## src/hw/rtl/gbnrx_pkg.sv

```systemverilog
// Shared types and constants for the go-back-N receiver core.
// Transaction payload structs, result codes and frame layout constants.
// No dependencies.
`default_nettype none

package gbnrx_pkg;

  localparam int POS_W                 = 5;
  localparam int SUM_W                 = 16;
  localparam int PAYLOAD_BYTES_DEFAULT = 20;
  localparam int HEADER_BYTES          = 4;

  localparam logic [7:0]       DASH_CHAR      = 8'h2D;
  localparam logic [SUM_W-1:0] SEQ_STEP_RESET = 16'd20;

  typedef enum logic [1:0] {
    KIND_ACCEPT = 2'd0,
    KIND_REPEAT = 2'd1,
    KIND_FINISH = 2'd2
  } result_kind_t;

  typedef struct packed {
    logic [7:0] frame_byte;
    logic       frame_first;
  } in_item_t;

  typedef struct packed {
    logic [15:0]  ack_number;
    result_kind_t result_kind;
  } out_item_t;

endpackage

`default_nettype wire

```

## src/hw/rtl/gbnrx_csum.sv

```systemverilog
// Payload checksum step: 16-bit end-around-carry byte add that freezes at the first zero byte.
// Depends on gbnrx_pkg for the sum width.
`default_nettype none

module gbnrx_csum (
  input  wire logic [gbnrx_pkg::SUM_W-1:0] sum,
  input  wire logic                        zero_seen,
  input  wire logic [7:0]                  frame_byte,
  output logic      [gbnrx_pkg::SUM_W-1:0] sum_next,
  output logic                             zero_seen_next
);
  import gbnrx_pkg::*;

  logic [SUM_W:0]   raw_sum;
  logic [SUM_W-1:0] folded_sum;

  // Fold the carry back into bit 0.
  assign raw_sum    = {1'b0, sum} + {{(SUM_W - 7){1'b0}}, frame_byte};
  assign folded_sum = raw_sum[SUM_W-1:0] + {{(SUM_W - 1){1'b0}}, raw_sum[SUM_W]};

  always_comb begin
    sum_next       = sum;
    zero_seen_next = zero_seen;
    if (!zero_seen) begin
      if (frame_byte == 8'd0) begin
        zero_seen_next = 1'b1;
      end else begin
        sum_next = folded_sum;
      end
    end
  end

endmodule

`default_nettype wire

```

## src/hw/rtl/go_back_n_receiver_checksum_core.sv

```systemverilog
// Go-back-N receiver core with a ones-complement payload checksum check.
// A byte enters the input register; its result (if any) then loads the result register.
// Throughput: one byte per cycle; a held result under stall backs up and stalls the input.
// Reset: synchronous, active-high rst clears all frame and session state, sets seq_step to 20.
// Depends on gbnrx_pkg and gbnrx_csum.
`default_nettype none

module go_back_n_receiver_checksum_core #(
  parameter int PAYLOAD_BYTES = gbnrx_pkg::PAYLOAD_BYTES_DEFAULT
) (
  input  wire logic                 clk,
  input  wire logic                 rst,
  // configuration: seq_step register
  input  wire logic                 cfg_write_en,
  input  wire logic [15:0]          cfg_write_data,
  // byte input channel
  input  wire logic                 in_valid,
  output logic                      in_stall,
  input  wire gbnrx_pkg::in_item_t  in_data,
  // ACK result channel
  output logic                      out_valid,
  input  wire logic                 out_stall,
  output gbnrx_pkg::out_item_t      out_data
);
  import gbnrx_pkg::*;

  // Position of the last byte of a frame (header plus payload, minus one).
  localparam logic [POS_W-1:0] FRAME_LAST = POS_W'(HEADER_BYTES + PAYLOAD_BYTES - 1);

  // Configuration register.
  logic [15:0] seq_step;

  // Session state.
  logic [15:0] expected_seq, expected_seq_next;
  logic [15:0] last_acked, last_acked_next;
  logic        halted, halted_next;

  // Frame state.
  logic [POS_W-1:0] byte_position, byte_position_next;
  logic [SUM_W-1:0] running_sum, running_sum_next;
  logic [15:0]      received_seq, received_seq_next;
  logic [15:0]      received_check, received_check_next;
  logic             zero_seen, zero_seen_next;
  logic [1:0]       dash_prefix, dash_prefix_next;

  // Input register.
  logic     in_q_valid;
  in_item_t in_q;

  // Frame state as seen by the byte in the input register: a first-byte
  // marker drops any partial frame before the byte is applied.
  logic [POS_W-1:0] pos;
  logic [SUM_W-1:0] sum_eff;
  logic [15:0]      seq_eff;
  logic [15:0]      check_eff;
  logic             zero_eff;
  logic [1:0]       dash_eff;

  logic [SUM_W-1:0] sum_add;
  logic             zero_add;

  logic      process;
  logic      load_result;
  out_item_t result_next;
  logic      frame_done;
  logic      is_dash;

  // Process the held byte whenever the result register can take a result.
  assign process  = in_q_valid && (!out_valid || !out_stall);
  assign in_stall = in_q_valid && !process;

  assign pos       = in_q.frame_first ? '0 : byte_position;
  assign sum_eff   = in_q.frame_first ? '0 : running_sum;
  assign seq_eff   = in_q.frame_first ? '0 : received_seq;
  assign check_eff = in_q.frame_first ? '0 : received_check;
  assign zero_eff  = in_q.frame_first ? 1'b0 : zero_seen;
  assign dash_eff  = in_q.frame_first ? 2'd0 : dash_prefix;
  assign is_dash   = (in_q.frame_byte == DASH_CHAR);

  gbnrx_csum u_csum (
    .sum            (sum_eff),
    .zero_seen      (zero_eff),
    .frame_byte     (in_q.frame_byte),
    .sum_next       (sum_add),
    .zero_seen_next (zero_add)
  );

  always_comb begin
    expected_seq_next   = expected_seq;
    last_acked_next     = last_acked;
    halted_next         = halted;
    byte_position_next  = byte_position;
    running_sum_next    = running_sum;
    received_seq_next   = received_seq;
    received_check_next = received_check;
    zero_seen_next      = zero_seen;
    dash_prefix_next    = dash_prefix;
    load_result         = 1'b0;
    result_next         = out_data;
    frame_done          = 1'b0;

    // Halted: drain bytes with no effect.
    if (process && !halted) begin
      running_sum_next    = sum_eff;
      received_seq_next   = seq_eff;
      received_check_next = check_eff;
      zero_seen_next      = zero_eff;
      dash_prefix_next    = dash_eff;

      unique case (pos)
        POS_W'(0): begin
          received_seq_next = {8'd0, in_q.frame_byte};
          dash_prefix_next  = is_dash ? 2'd1 : 2'd0;
        end
        POS_W'(1): begin
          received_seq_next = {in_q.frame_byte, seq_eff[7:0]};
          dash_prefix_next  = (dash_eff == 2'd1 && is_dash) ? 2'd2 : 2'd0;
        end
        POS_W'(2): begin
          dash_prefix_next    = 2'd0;
          received_check_next = {8'd0, in_q.frame_byte};
        end
        POS_W'(3): begin
          received_check_next = {in_q.frame_byte, check_eff[7:0]};
        end
        default: begin
          running_sum_next = sum_add;
          zero_seen_next   = zero_add;
          frame_done       = (pos >= FRAME_LAST);
        end
      endcase

      if (pos == POS_W'(2) && dash_eff == 2'd2 && is_dash) begin
        // Three dashes: finish the session and halt.
        halted_next             = 1'b1;
        load_result             = 1'b1;
        result_next.ack_number  = '0;
        result_next.result_kind = KIND_FINISH;
      end else if (frame_done) begin
        load_result = 1'b1;
        if (~sum_add == check_eff && seq_eff == expected_seq) begin
          result_next.ack_number  = seq_eff;
          result_next.result_kind = KIND_ACCEPT;
          last_acked_next         = seq_eff;
          expected_seq_next       = expected_seq + seq_step;
        end else begin
          result_next.ack_number  = last_acked;
          result_next.result_kind = KIND_REPEAT;
        end
        // Start a fresh frame on the next byte.
        byte_position_next  = '0;
        running_sum_next    = '0;
        received_seq_next   = '0;
        received_check_next = '0;
        zero_seen_next      = 1'b0;
        dash_prefix_next    = 2'd0;
      end else begin
        byte_position_next = pos + POS_W'(1);
      end
    end
  end

  // Control and state registers.
  always_ff @(posedge clk) begin
    if (rst) begin
      seq_step       <= SEQ_STEP_RESET;
      expected_seq   <= '0;
      last_acked     <= '0;
      halted         <= 1'b0;
      byte_position  <= '0;
      running_sum    <= '0;
      received_seq   <= '0;
      received_check <= '0;
      zero_seen      <= 1'b0;
      dash_prefix    <= 2'd0;
      in_q_valid     <= 1'b0;
      out_valid      <= 1'b0;
    end else begin
      if (cfg_write_en) begin
        seq_step <= cfg_write_data;
      end
      expected_seq   <= expected_seq_next;
      last_acked     <= last_acked_next;
      halted         <= halted_next;
      byte_position  <= byte_position_next;
      running_sum    <= running_sum_next;
      received_seq   <= received_seq_next;
      received_check <= received_check_next;
      zero_seen      <= zero_seen_next;
      dash_prefix    <= dash_prefix_next;
      // Advance the input register whenever it is empty or being drained.
      if (!in_stall) begin
        in_q_valid <= in_valid;
      end
      // Load a new result, or drop the old one once taken.
      if (load_result) begin
        out_valid <= 1'b1;
      end else if (out_valid && !out_stall) begin
        out_valid <= 1'b0;
      end
    end
  end

  // Payload registers.
  always_ff @(posedge clk) begin
    if (in_valid && !in_stall) begin
      in_q <= in_data;
    end
    if (load_result) begin
      out_data <= result_next;
    end
  end

  // Once halted, no new result transaction is ever produced.
  a_halted_silent : assert property (@(posedge clk) disable iff (rst)
    halted && (!out_valid || !out_stall) |=> !out_valid)
    else $error("result produced after halt");

  // A finish result means the session is halted and acknowledges zero.
  a_finish_halts : assert property (@(posedge clk) disable iff (rst)
    out_valid && out_data.result_kind == KIND_FINISH |-> halted && out_data.ack_number == '0)
    else $error("finish result without halt");

  // A repeat result carries the last recorded ACK.
  a_repeat_last : assert property (@(posedge clk) disable iff (rst)
    out_valid && out_data.result_kind == KIND_REPEAT |-> out_data.ack_number == last_acked)
    else $error("repeat ACK differs from last recorded ACK");

endmodule

`default_nettype wire
```

## config.mk

```make
export PLATFORM = sky130hd
export DESIGN_NAME = go_back_n_receiver_checksum_core
export DESIGN_NICKNAME = d
export VERILOG_FILES = /design/src/hw/rtl/gbnrx_pkg.sv /design/src/hw/rtl/gbnrx_csum.sv /design/src/hw/rtl/go_back_n_receiver_checksum_core.sv
export SDC_FILE = /design/constraint.sdc
export NUM_CORES = 1
export LEC_CHECK = 0
export ABC_AREA = 1
export BUFFER_PORTS_ARGS = -buffer_cell sky130_fd_sc_hd__buf_4
export CORE_MARGIN = 2
export CORE_UTILIZATION = 45
export CTS_CLUSTER_SIZE = 25
export DETAILED_ROUTE_END_ITERATION = 12
export HOLD_SLACK_MARGIN = 0.06
export PLACE_DENSITY = 0.73
export SLEW_MARGIN = 20
export SYNTH_ARGS = -nofsm -noshare
export SYNTH_HDL_FRONTEND = slang
export SYNTH_SLANG_ARGS = --single-unit
```

## constraint.sdc

```tcl
create_clock -name clk -period 4.8 [get_ports clk]
set_input_delay 0.48 -clock clk [delete_from_list [all_inputs] [get_ports clk]]
set_output_delay 0.48 -clock clk [all_outputs]
set_load 0.005 [all_outputs]
```

# --- Yosys cells after proc, flatten, opt, wreduce, memory -nomap -nowiden ---
# Index checks and enable logic that the tools add are counted.
op_classes:
  add_sub_neg: 4
  n_lt_le_gt_ge: 1
  eq_ne: 8
  n_mux: 37
  bitwise_logic: 2
  n_reduce_logical: 24
ops:
  columns: ["operator", "n"]
  rows:
  - ["16-bit two-way mux", 12]
  - ["16-bit case mux with 2 select lines", 2]
  - ["18-bit two-way mux", 2]
  - ["16-bit equality test", 2]
  - ["16-bit by 8-bit adder with 17-bit output", 1]
  - ["16-bit by 1-bit adder with 16-bit output", 1]
  - ["16-bit adder", 1]
  - ["16-bit inverter", 1]
  - ["1-bit two-way mux", 14]
  - ["5-bit by 2-bit equality test with 1-bit output (second input constant)", 2]
  - ["5-bit two-way mux", 2]
  - ["1-bit logical AND", 9]
  - ["8-bit by 6-bit equality test with 1-bit output (second input constant)", 1]
  - ["8-bit zero test", 1]
  - ["2-bit two-way mux", 4]
  - ["2-bit case mux with 3 select lines", 1]
  - ["5-bit by 1-bit adder with 5-bit output (second input constant)", 1]
  - ["5-bit by 1-bit equality test with 1-bit output (second input constant)", 1]
  - ["5-bit >= comparator (second input constant)", 1]
  - ["1-bit zero test", 5]
  - ["5-bit zero test", 1]
  - ["2-bit AND reduction", 2]
  - ["4-bit AND reduction", 1]
  - ["2-bit nonzero test", 2]
  - ["6 further kinds", 6]
word_totals:
  reg_bits: 134
  inputBits: 30

# --- Logic depth before layout (Yosys ltp) ---
logic_depth:
  ltp_word: 10
  mapped_depth: 42
  ltp_nobuf: 39

# --- Cells and area by module ---
# A second synthesis with hierarchy kept.
hier_totals:
  cells_unflattened: 1538
  hier_area_um2: 9347.7
modules_own_cells:
  columns: ["mod", "n_inst", "cells_each", "area_per_inst_um2", "seq_area_each_um2"]
  rows:
  - ["go_back_n_receiver_checksum_core", 1, 1243, 7841.3, 2952.8]
  - ["gbnrx_csum", 1, 295, 1506.4, 0.0]

# --- Worst setup path before layout ---
# Ideal clock, no wire load.
synth_timing:
  path_kind: "register to register"
  startpoint: "reg in_q[0] in the netlist's numbering"
  endpoint: "reg out_data[10] in the netlist's numbering, data pin"
  setup_time_ps: 259
  arrival_time_ps: 4516
  setup_slack_ps: 26
  path_stages_with_launch: 41
  n_path_buf: 3
  cell_sequence: "edfxtp_1 > inv_4 > buf_2 > buf_2 > nand2_1 > inv_1 > ha_1 > inv_1 > fa_1 > inv_1 > nand2_1 > nand2_1 > nand2_2 > nand2_2 > nand2_1 > nand2_1 > nand3_1 > nand2_1 > [... 5 more ...] > nand3_1 > nor2_1 > nand3_1 > nor2_1 > nand2_1 > nor2_2 > nand2_1 > nand2_1 > nand3_1 > nand2_1 > nand2_1 > nand2_1 > nand3_1 > nor2_2 > nand2_1 > clkbuf_1 > o21ai_0 > a21oi_1"
synth_via:
  elab_chain_cells: 10
  word_cells_on_any_way: 20
synth_rtl:
  columns: ["item", "line_no", "source"]
  rows:
  - ["start: declaration", "go_back_n_receiver_checksum_core.sv:48", "in_item_t in_q;"]
  - ["start signal: assignment", "go_back_n_receiver_checksum_core.sv:207", "in_q <= in_data;"]
  - ["16-bit two-way mux", "go_back_n_receiver_checksum_core.sv:73", "assign sum_eff = in_q.frame_first ? '0 : running_sum;"]
  - ["16-bit by 8-bit adder with 17-bit output", "gbnrx_csum.sv:18", "assign raw_sum = {1'b0, sum} + {{(SUM_W - 7){1'b0}}, frame_byte};"]
  - ["16-bit by 1-bit adder with 16-bit output", "gbnrx_csum.sv:19", "assign folded_sum = raw_sum[SUM_W-1:0] + {{(SUM_W - 1){1'b0}}, raw_sum[SUM_W]};"]
  - ["16-bit two-way mux", "gbnrx_csum.sv:25", "if (frame_byte == 8'd0) begin"]
  - ["16-bit two-way mux", "gbnrx_csum.sv:24", "if (!zero_seen) begin"]
  - ["16-bit inverter", "go_back_n_receiver_checksum_core.sv:141", "if (~sum_add == check_eff && seq_eff == expected_seq) begin"]
  - ["16-bit equality test", "go_back_n_receiver_checksum_core.sv:141", null]
  - ["1-bit logical AND", "go_back_n_receiver_checksum_core.sv:141", null]
  - ["18-bit two-way mux", "go_back_n_receiver_checksum_core.sv:141", null]
  - ["18-bit two-way mux", "go_back_n_receiver_checksum_core.sv:139", "end else if (frame_done) begin"]
  - ["end signal: assignment", "go_back_n_receiver_checksum_core.sv:210", "out_data <= result_next;"]
  - ["end: declaration", "go_back_n_receiver_checksum_core.sv:23", "output gbnrx_pkg::out_item_t out_data"]
# Several ways; a longest one is shown, not always the timed one. The select of a mux whose other input is x is not followed.
# A chain may end at the register's enable or synchronous reset.

# --- Final worst setup path ---
layout_timing:
  startpoint: "reg in_q[0] in the netlist's numbering"
  endpoint: "reg last_acked[12]"
layout_via:
  elab_chain_cells: 9
  word_cells_on_any_way: 27
layout_rtl:
  columns: ["item", "line_no", "source"]
  rows:
  - ["16-bit two-way mux", "go_back_n_receiver_checksum_core.sv:73", null]
  - ["16-bit by 8-bit adder with 17-bit output", "gbnrx_csum.sv:18", null]
  - ["16-bit by 1-bit adder with 16-bit output", "gbnrx_csum.sv:19", null]
  - ["16-bit two-way mux", "gbnrx_csum.sv:25", null]
  - ["16-bit two-way mux", "gbnrx_csum.sv:24", null]
  - ["16-bit inverter", "go_back_n_receiver_checksum_core.sv:141", null]
  - ["16-bit equality test", "go_back_n_receiver_checksum_core.sv:141", null]
  - ["1-bit logical AND", "go_back_n_receiver_checksum_core.sv:141", null]
  - ["4-bit AND reduction (no line)", null, null]
  - ["end signal: assignment", "go_back_n_receiver_checksum_core.sv:183", "last_acked <= last_acked_next;"]
  - ["end: declaration", "go_back_n_receiver_checksum_core.sv:35", "logic [15:0] last_acked, last_acked_next;"]
# Several ways; a longest one is shown, not always the timed one. The select of a mux whose other input is x is not followed.

==> flow_metrics.tcl <==
set metrics [dict create \
    required_ns 5.16 \
    cts_made_buffers 17 \
    p_leak_nw 4.68 \
    area_growth_syn_to_layout_pct 21.7 \
    cp_top_family "simple AND/OR/NAND/NOR gates" \
    rows 49 \
    layout_commonest_cell "nand2_1" \
    slew_headroom 0.317 \
    final_cell_mix "nand2_1, inv_1, nor2_1" \
    cts_tree "yes" \
    grt_remaining_overflow 0 \
    irDropWorstVdd_mv 0.266 \
    clk_latency_ns 0.43 \
    drc_errors 0 \
    dr_total_vias 8750 \
    min_delay_path_depth 1 \
    portBuffers 49 \
    rsz0062_at_grt "yes" \
    fillers 1678 \
    nets 1415 \
    ant_nets 0 \
    hold_ws_ns 0.226 \
    coreArea_mm2 0.0181 \
    grt_pass1_vias 7887 \
    initial_core_util 0.463 \
    synth-edff-count 27 \
    antenna_found_initial 0 \
    layout_setup_ws_ns 0.116 \
    drt-initial-drc-count 940 \
    fin_cells 1599 \
    dr.pass1.iters 5 \
    dieWidth_um 141 \
    setup-violations-final 0 \
    rr_worst_depth 42 \
    postSynthCellCount 1298 \
    skew_ns 0.00849 \
    status "finished, final reports clean" \
    syn_area_mm2 0.00840 \
    fin_tns_setup_ns 0 \
    cts.sinks 134 \
    wl_per_cell_um 15.4 \
    worstSetupPathType "reg2reg" \
    io_pins 50 \
    wl_um 24600 \
    die_y_um 141 \
    antenna_cells 0 \
    critPathMaxFanout 8 \
    crit_slowest_cell "edfxtp_1" \
    synth-seq-cells 134 \
    hold_viol 0 \
    synth-main-ff-cell "dfxtp_1" \
    dp.cells 1542 \
    power.density_mw_per_mm2 272 \
    cts-root-buf "clkbuf_16" \
    yosysWarnings 0 \
    slew_viol_final 0 \
    cts.reportedPaths.clkPinSlew_ns 0.06 \
    synth_top_area_cell "dfxtp_1" \
    viasPerCell 5.47 \
    place_hpwl_um 16100 \
    pre_cts_ws_ns -0.0772 \
    syn-num-nets 1356 \
    place_congestion 0.941 \
    regArea_mm2 0.00295 \
    grt_use_total 0.242 \
    grt_max_degree 71 \
    synth.top_cells.by_area "dfxtp_1, nand2_1, edfxtp_1, inv_1, a21oi_1" \
    grt_first_pass_wirelength_um 38800 \
    clock_tree.htree_level_count 4 \
    die_area_mm2 0.0198 \
    startpoint_type "flip-flop" \
    worstMarginPinSlew_ns 1.02 \
    yosysSeqAreaShare 0.351 \
    fmax_ghz 0.213 \
    fin_util 0.564 \
    cpMostUsedCell "nand2_2" \
    min_period_over_period 0.976 \
    yosysTopAreaCellShare 0.255 \
    ys_async_sr_fraction 0 \
    cp_num_buf_inv 10 \
    cts_hold_buf 0 \
    yosysUniqueCellTypes 36 \
    arrival_ns 5.04 \
    worstSetupPathDepth 42 \
    maxCapViolations 0 \
    max_stage_delay_ns 0.42 \
    multi_input_area_mm2 0.00497 \
    hold_class "in2reg" \
    drive_above_1_share 0.166 \
    end_kind "flip-flop" \
    clock_path_buffers 2 \
    post-route-min-period_ns 4.68 \
    postSynthAreaPerCell_um2 6.47 \
]
==> through the flow <==
stage | total power, mW | instance area (um2)
final | 2.78 | 10200
after global routing | 2.87 | 10200
after CTS | 2.77 | 9850
after detailed placement | 1.45 | 9000
after global placement | 1.45 | 9000
after floorplan | 1.37 | 8400
==> report_power, final <==
| group | leakage (nW) | switching [mW] | total, mW | internal (mW) |
|---|---|---|---|---|
| Sequential | 1.13 | 0.0174 | 1.19 | 1.17 |
| Clock | 0.285 | 0.512 | 1.33 | 0.814 |
| Combinational | 3.27 | 0.181 | 0.268 | 0.0873 |
==> repair_timing <==
action	in CTS	in global routing
gates cloned	4	1
setup buffers	9	12
pin swaps	16	49
setup endpoints to repair	24	49
resized for setup	17	91
==> logic make-up (layout without fill, tap and decap cells) <==
| kind of cell | Yosys count | in the layout | share of synthesized area |
|---|---|---|---|
| xor gates and xnor gates | 29 | 29 | 0.0302 |
| adders and majority gates | 28 | 28 | 0.0435 |
| buffers and inverters | 211 | 283 | 0.0963 |
| and+or+nand+nor | 662 | 662 | 0.327 |
| AOI/OAI and AO/OA | 234 | 234 | 0.151 |
| DFF | 134 | 134 | 0.351 |
==> state kept, by name (all words and copies together) (netlist names) <==
name            cells
dash_prefix         2
last_acked         16
in_q                9
received_check     16
out_data           18
byte_position       5
out_valid           1
seq_step           16
running_sum        16
expected_seq       16
in_q_valid          1
zero_seen           1
received_seq       16
halted              1
==> synth_stat cells (2+ instances only) <==
cell	n
nand2_1	392
inv_1	151
nor2_1	131
dfxtp_1	107
a21oi_1	105
nand3_1	73
o21ai_0	42
clkbuf_1	33
o22ai_1	33
o21ai_1	30
edfxtp_1	27
ha_1	26
xor2_1	23
nand4_1	16
o211ai_1	16
nor3_1	14
buf_2	12
nor2_2	10
nand2_2	9
inv_2	8
xnor2_1	6
clkinv_1	4
nand3_2	4
nand3b_1	4
a211oi_1	3
and3_1	3
nor4_1	3
and2_1	2
buf_1	2
fa_1	2
o21bai_1	2
==> layout make-up <==
cell class              count  share of cell area
multi-input cells         953               0.486
flip-flops and latches    134               0.289
repair buffers             87              0.0790
inverters                 164              0.0607
clock buffers              19              0.0423
well taps                 229              0.0280
clock inverters            13              0.0152
==> worst paths after layout <==
check	startpoint	endpoint	slack [ns]
worst max register to register	in_q[0]	last_acked[12]	0.12
worst min-delay path	in_data[5]	in_q[5]	0.23
worst max-delay path	in_q[0]	last_acked[12]	0.12
worst min register to register	halted	halted	0.46
==> layer usage <==
metal / vias up / track usage / share of wire
li1: 4341 / - / -
met1: 4023 / 0.322 / 0.43
met2: 322 / 0.397 / 0.47
met3: 64 / 0.0401 / 0.068
met4: 0 / 0.0937 / 0.031
met5: - / 0 / 0
Power figures use the tool's default switching activity.
